File: src/hdl/hrm_pkg.sv
`timescale 1ns / 1ps
`default_nettype none
// ----------------------------------------------------------------------------
// hrm_pkg: shared types and constants for the grey-level range mode block
// Beat formats, configuration register indexes, sequencer states and the
// control bundle of the best-count compare unit.
// ----------------------------------------------------------------------------
package hrm_pkg;

  localparam int PIX_W          = 8;
  localparam int BIN_COUNT      = 256;
  localparam int BIN_AW         = 8;
  localparam int SCAN_W         = 9;
  localparam int CFG_W          = 9;
  localparam int CFG_IDX_W      = 1;
  localparam int MODE_COUNT_W   = 21;
  localparam int COUNT_BITS_DEF = 21;
  localparam int COUNT_BITS_MAX = 32;

  localparam logic [CFG_IDX_W-1:0] CFG_LOW_VALUE  = 1'b0;
  localparam logic [CFG_IDX_W-1:0] CFG_HIGH_VALUE = 1'b1;

  localparam logic [CFG_W-1:0] LOW_RESET  = 9'd0;
  localparam logic [CFG_W-1:0] HIGH_RESET = 9'd256;

  typedef struct packed {
    logic [PIX_W-1:0] pixel;
    logic             last_pixel;
  } in_beat_t;

  typedef struct packed {
    logic [PIX_W-1:0]        mode_value;
    logic [MODE_COUNT_W-1:0] mode_count;
    logic                    found;
  } out_beat_t;

  typedef struct packed {
    logic clr;
    logic cand_vld;
  } best_ctl_t;

  typedef enum logic [1:0] {
    ST_IDLE,
    ST_INC,
    ST_SCAN,
    ST_DONE
  } state_t;

endpackage
`default_nettype wire

File: src/hdl/hrm_best.sv
`timescale 1ns / 1ps
`default_nettype none
// ----------------------------------------------------------------------------
// hrm_best: shared compare unit of the range scan
// Holds the greatest count seen so far and its grey value; strict compare
// keeps the lowest value on a tie since the scan runs upward.
// ----------------------------------------------------------------------------
module hrm_best #(
  parameter int COUNT_BITS = hrm_pkg::COUNT_BITS_DEF
) (
  input  wire logic                        clk,
  input  wire logic                        rst,
  input  wire hrm_pkg::best_ctl_t          ctl,
  input  wire logic [COUNT_BITS-1:0]       cand_count,
  input  wire logic [hrm_pkg::PIX_W-1:0]   cand_value,
  output logic      [COUNT_BITS-1:0]       best_count,
  output logic      [hrm_pkg::PIX_W-1:0]   best_value
);

  always_ff @(posedge clk) begin
    if (rst || ctl.clr) begin
      best_count <= '0;
      best_value <= '0;
    end else if (ctl.cand_vld && (cand_count > best_count)) begin
      best_count <= cand_count;
      best_value <= cand_value;
    end
  end

endmodule
`default_nettype wire

File: config.mk
export PLATFORM = sky130hd
export DESIGN_NAME = hrm_best
export DESIGN_NICKNAME = d
export VERILOG_FILES = /design/src/hdl/hrm_pkg.sv /design/src/hdl/hrm_best.sv
export SDC_FILE = /design/constraint.sdc
export NUM_CORES = 1
export LEC_CHECK = 0
export BUFFER_PORTS_ARGS = -buffer_cell sky130_fd_sc_hd__buf_2
export CORE_ASPECT_RATIO = 0.5
export CORE_UTILIZATION = 42
export CTS_BUF_LIST = sky130_fd_sc_hd__clkbuf_16
export DETAILED_ROUTE_END_ITERATION = 7
export GPL_TIMING_DRIVEN = 0
export HOLD_SLACK_MARGIN = 0.03
export PLACE_DENSITY = 0.76
export SYNTH_ARGS = -nofsm -noshare
export SYNTH_HDL_FRONTEND = slang
export SYNTH_SLANG_ARGS = --single-unit
File: constraint.sdc
create_clock -name clk -period 2.2 [get_ports clk]
set_input_delay 0.22 -clock clk [delete_from_list [all_inputs] [get_ports clk]]
set_output_delay 0.22 -clock clk [all_outputs]
set_load 0.01 [all_outputs]
Word level (Yosys, flattened, before mapping)
Cells that the tools add are included.
- output and inout bits: 29
- logic and storage cells: 5
- bits in registers: 29
- bits of input ports: 33
- reduce and logical (&&, ||, !) cells: 2
- magnitude comparators: 1
- operators with widths (operator ; number):
    21-bit > comparator ; 1
    1-bit logical AND ; 1
    1-bit logical OR ; 1

Logic depth before layout (Yosys ltp)
- word-level depth: 2
- depth in mapped cells: 10
- depth with buffers taken out: 8

Worst setup path after synthesis
No wires, ideal clock.
- path type: register -> register
- start: register best_count[20]
- end: register best_count[10]
- library setup time: 0.117 ns
- arrival time: 2.056 ns
- stages on the path, launching flop included: 10
- required time: 2.083 ns
- slack: 0.028 ns
- path through: dfxtp_1 > inv_1 > ha_1 > nand4_2 > nor4_2 > o21ai_1 > a22o_1 > buf_2 > buf_6 > a22o_1
- longest elaborated chain between the ends: 2
- ends and longest elaborated chain (element ; RTL line ; RTL):
    from (decl) ; hrm_best.sv:16 ; output logic [COUNT_BITS-1:0] best_count,
    from (signal assigned) ; hrm_best.sv:25 ; best_count <= cand_count;
    21-bit > comparator ; hrm_best.sv:24 ; end else if (ctl.cand_vld && (cand_count > best_count)) begin
    1-bit logical AND ; hrm_best.sv:24 ;
Every way passes these cells.
A chain may end at the register's enable or synchronous reset.

Final worst setup path
- start: register best_count[10]
- end: register best_value[1] in the netlist's numbering
- longest elaborated chain between the ends: 2
- ends and longest elaborated chain (element ; RTL line ; RTL):
    21-bit > comparator ; hrm_best.sv:24 ;
    1-bit logical AND ; hrm_best.sv:24 ;
    to (signal assigned) ; hrm_best.sv:26 ; best_value <= cand_value;
    to (decl) ; hrm_best.sv:17 ; output logic [hrm_pkg::PIX_W-1:0] best_value
Every way passes these cells.

==> out/qor.yml <==
timing:
  timing.hold.ws_ps: 160
  period_minus_slack_ps: 2330
  max-slew-margin-rel_pct: 77.6
  slew_viol_final: 0
  setup_violations: 29
  fmax_mhz: 429
  finClkSkew_ps: 4.56
  rsz0062_at_grt: "yes"
  tightest_slew_ps: 333
  setup_slack_ps: -132
  finalCritPeriodShare_pct: 106
  hold_viol: 0
clock_network:
  insertion_delay_ps: 270
  ctsHtreeMaxLevel: 2
  cts-buffers-inserted: 5
  cts_root_buf: "clkbuf_16"
  cts_hold_buf: 0
  cts_tree: "built"
  path_clk_slew_ps: 50
  ctsLongestPathBuffers: 2
  clock_sinks: 29
global_routing:
  grt_usage_pct: 19.8
  antenna_found_initial: 0
  grt_pass1_wl_um: 5520
  grt_pass1_vias: 1269
  grt_max_degree: 11
  grt-ovfl-total: 0
placement:
  port_buffers: 61
  globalplace.congestion: 0.762
  hpwl_um: 2420
  dpl.cell_count: 246
outcome:
  violations: "setup timing"
  status: "finished with violations"
setup_path:
  cp_slowest_stage_delay_ps: 420
  crit_cells: 9
  timing.rr.start: "best_count[10]"
  arrival_ps: 2540
  crit_path_top_delay_cell: "a2111oi_4"
  worstSetupStartpoint: "best_count[10]"
  r2r_slack_ps: -130
  r2r_cells: 9
  critPathCapture: "best_value[1]"
  critPathBufInv: 3
  cp-start-kind: "register"
  worstReg2RegEnd: "best_value[1]"
  cp-end-kind: "register"
  crit_required_ps: 2410
  path_class: "reg2reg"
  crit_path_cell_trace: "inv_1 > ha_4 > nand4_1 > nor4_4 > o21ai_2 > a2111oi_4 > buf_6 > buf_4 > a22o_1"
  critPathMaxFanout: 5
  crit_family: "compound AO/OA/AOI/OAI gates"
route:
  finalWirelength_um: 3930
  viasPerCell: 5.34
  drt-initial-drc-count: 49
  ant_nets: 0
  detail_route.wl_per_cell_um: 15.1
  vias: 1395
  route.detailed.drc: 0
  drt_pass1_iterations: 4
synthesis:
  synthMuxAreaShare_pct: 0
  synth-seq-cells: 29
  synth-simple-area-share_pct: 7.33
  post_synth.cell_area_avg_um2: 10.1
  yosysWarnings: 0
  synth_top_family_by_area: "compound AO/OA/AOI/OAI gates"
  synth_area_um2: 1470
  synthXorXnorAreaFrac_pct: 0
  synth_compound_area_share_pct: 26.7
  synth-adder-area-share_pct: 17.9
  syn-num-nets: 199
  ys_seq_area_share_pct: 39.5
  synth_cell_types: 22
  syn_inst: 145
layout:
  drive_above_1_share_pct: 51.1
  fillers: 218
  fin_nets: 275
  area_delta_synth_final_pct: 53.4
  diodes: 0
  layout.cells.non_filler: 261
floorplan:
  ios: 62
  dieArea_um2: 3750
  row_count: 14
  start_util_pct: 46.6
  die_h_um: 43.8
  fp.dieW_um: 85.6
  core_area_um2: 3150
power:
  ir_worst_vdd_v: 0.000330
  power_per_cell_area_nw_per_um2: 635
  p_leak_uw: 0.00105
hold_path:
  hp-class: "in2reg"
flow_run:
  drv_cap: 0
==> state kept, by name, indices dropped and copies added (netlist names) <==
signal and flops:
best_count 21, best_value 8
==> cells in the final DEF, fill, tap and decap left out, drive strengths merged <==
cell	synthesis	layout
a2111oi	1	1
nand4	5	5
o2bb2ai	1	1
nor3	1	1
ha	21	21
a21o	2	2
nand2	6	6
clkinv	0	1
nor4	2	2
inv	21	22
clkbuf	1	7
o21a	1	1
nor2	3	3
a22o	30	30
buf	5	73
dfxtp	29	29
a21oi	9	9
and3	2	2
o21ai	5	5
==> report_power, final <==
group	internal [uW]	switching, uW
Sequential	547	12.9
Clock	402	214
Combinational	130	125
==> cells in the mapped netlist <==
| library cell | n | share of area [%] |
|---|---|---|
| clkbuf_1 | 1 | 0.26 |
| nor4_2 | 1 | 0.85 |
| and3_1 | 2 | 0.85 |
| a22o_1 | 30 | 18 |
| a2111oi_4 | 1 | 1.9 |
| nor2_1 | 3 | 0.77 |
| buf_6 | 3 | 2.3 |
| nor3_1 | 1 | 0.34 |
| o21ai_0 | 4 | 1.4 |
| o2bb2ai_1 | 1 | 0.60 |
| ha_1 | 21 | 18 |
| nand4_1 | 4 | 1.7 |
| a21oi_1 | 9 | 3.1 |
| nand2_1 | 6 | 1.5 |
| nor4_1 | 1 | 0.43 |
| o21a_1 | 1 | 0.51 |
| o21ai_1 | 1 | 0.34 |
| dfxtp_1 | 29 | 40 |
| inv_1 | 21 | 5.4 |
| a21o_1 | 2 | 1.0 |
| buf_2 | 2 | 0.68 |
| nand4_2 | 1 | 0.85 |
==> area by class of cell <==
class | instances | area [um^2] | area share, %
Sequential cell | 29 | 596 | 26.4
Clock inverter | 2 | 7.51 | 0.333
Clock buffer | 5 | 125 | 5.55
Multi-Input combinational cell | 89 | 926 | 41.1
Buffer | 6 | 75.1 | 3.33
Timing Repair Buffer | 69 | 395 | 17.5
Inverter | 21 | 78.8 | 3.50
Tap cell | 40 | 50.0 | 2.22
==> how the worst min path moves through the flow <==
| stage | from | end | cells past startpoint |
|---|---|---|---|
| floorplan | cand_count[10] | best_count[10] | 1 |
| global placement | cand_value[1] | best_value[1] | 2 |
| detailed placement | cand_value[0] | best_value[0] | 2 |
| CTS | cand_value[5] | best_value[5] | 2 |
| global route | cand_value[3] | best_value[3] | 2 |
| finish | cand_value[5] | best_value[5] | 2 |
==> metal layers <==
metal,up-vias,track usage (%),routed length (um)
li1,685,-,-
met4,0,8.00,36
met3,4,8.19,178
met2,33,32.3,1990
met5,-,0,0
met1,673,23.8,1720
==> kinds of logic (layout without fill, tap and decap cells) <==
kind of cell               Yosys count  after routing
adders and majority gates           21             21
buffers and inverters               27            103
AOI/OAI and AO/OA                   49             49
DFF                                 29             29
and+or+nand+nor                     19             19
==> per-stage QoR <==
| step | setup slack, ps | util [%] | setup TNS (ps) | power [uW] | instance area [um^2] |
|---|---|---|---|---|---|
| 2_1_floorplan | 27.7 | - | 0 | 680 | 1470 |
| 3_3_place_gp | -146 | 57.9 | -2190 | 752 | 1820 |
| 3_5_place_dp | -197 | 57.9 | -3640 | 758 | 1820 |
| 4_1_cts | -46.3 | 68.8 | -419 | 1420 | 2170 |
| 5_1_grt | -238 | 71.5 | -6110 | 1500 | 2250 |
| 6_report | -132 | 71.5 | -3110 | 1430 | 2250 |
==> worst reg2reg max path: cells and delay by family, from the launching register on <==
kind	cells	cell delay, ps
DFF	1	340
AOI/OAI and AO/OA	3	710
adders and majority gates	1	270
buffers and inverters	3	400
and+or+nand+nor	2	580
==> repair_timing <==
item                       4_1_cts  5_1_grt
setup buffers                    6        1
gates resized for setup         31       10
setup endpoints to repair       29       29
pin swaps                       14       10
gates cloned                     0        1
Power figures use the tool's default switching activity.
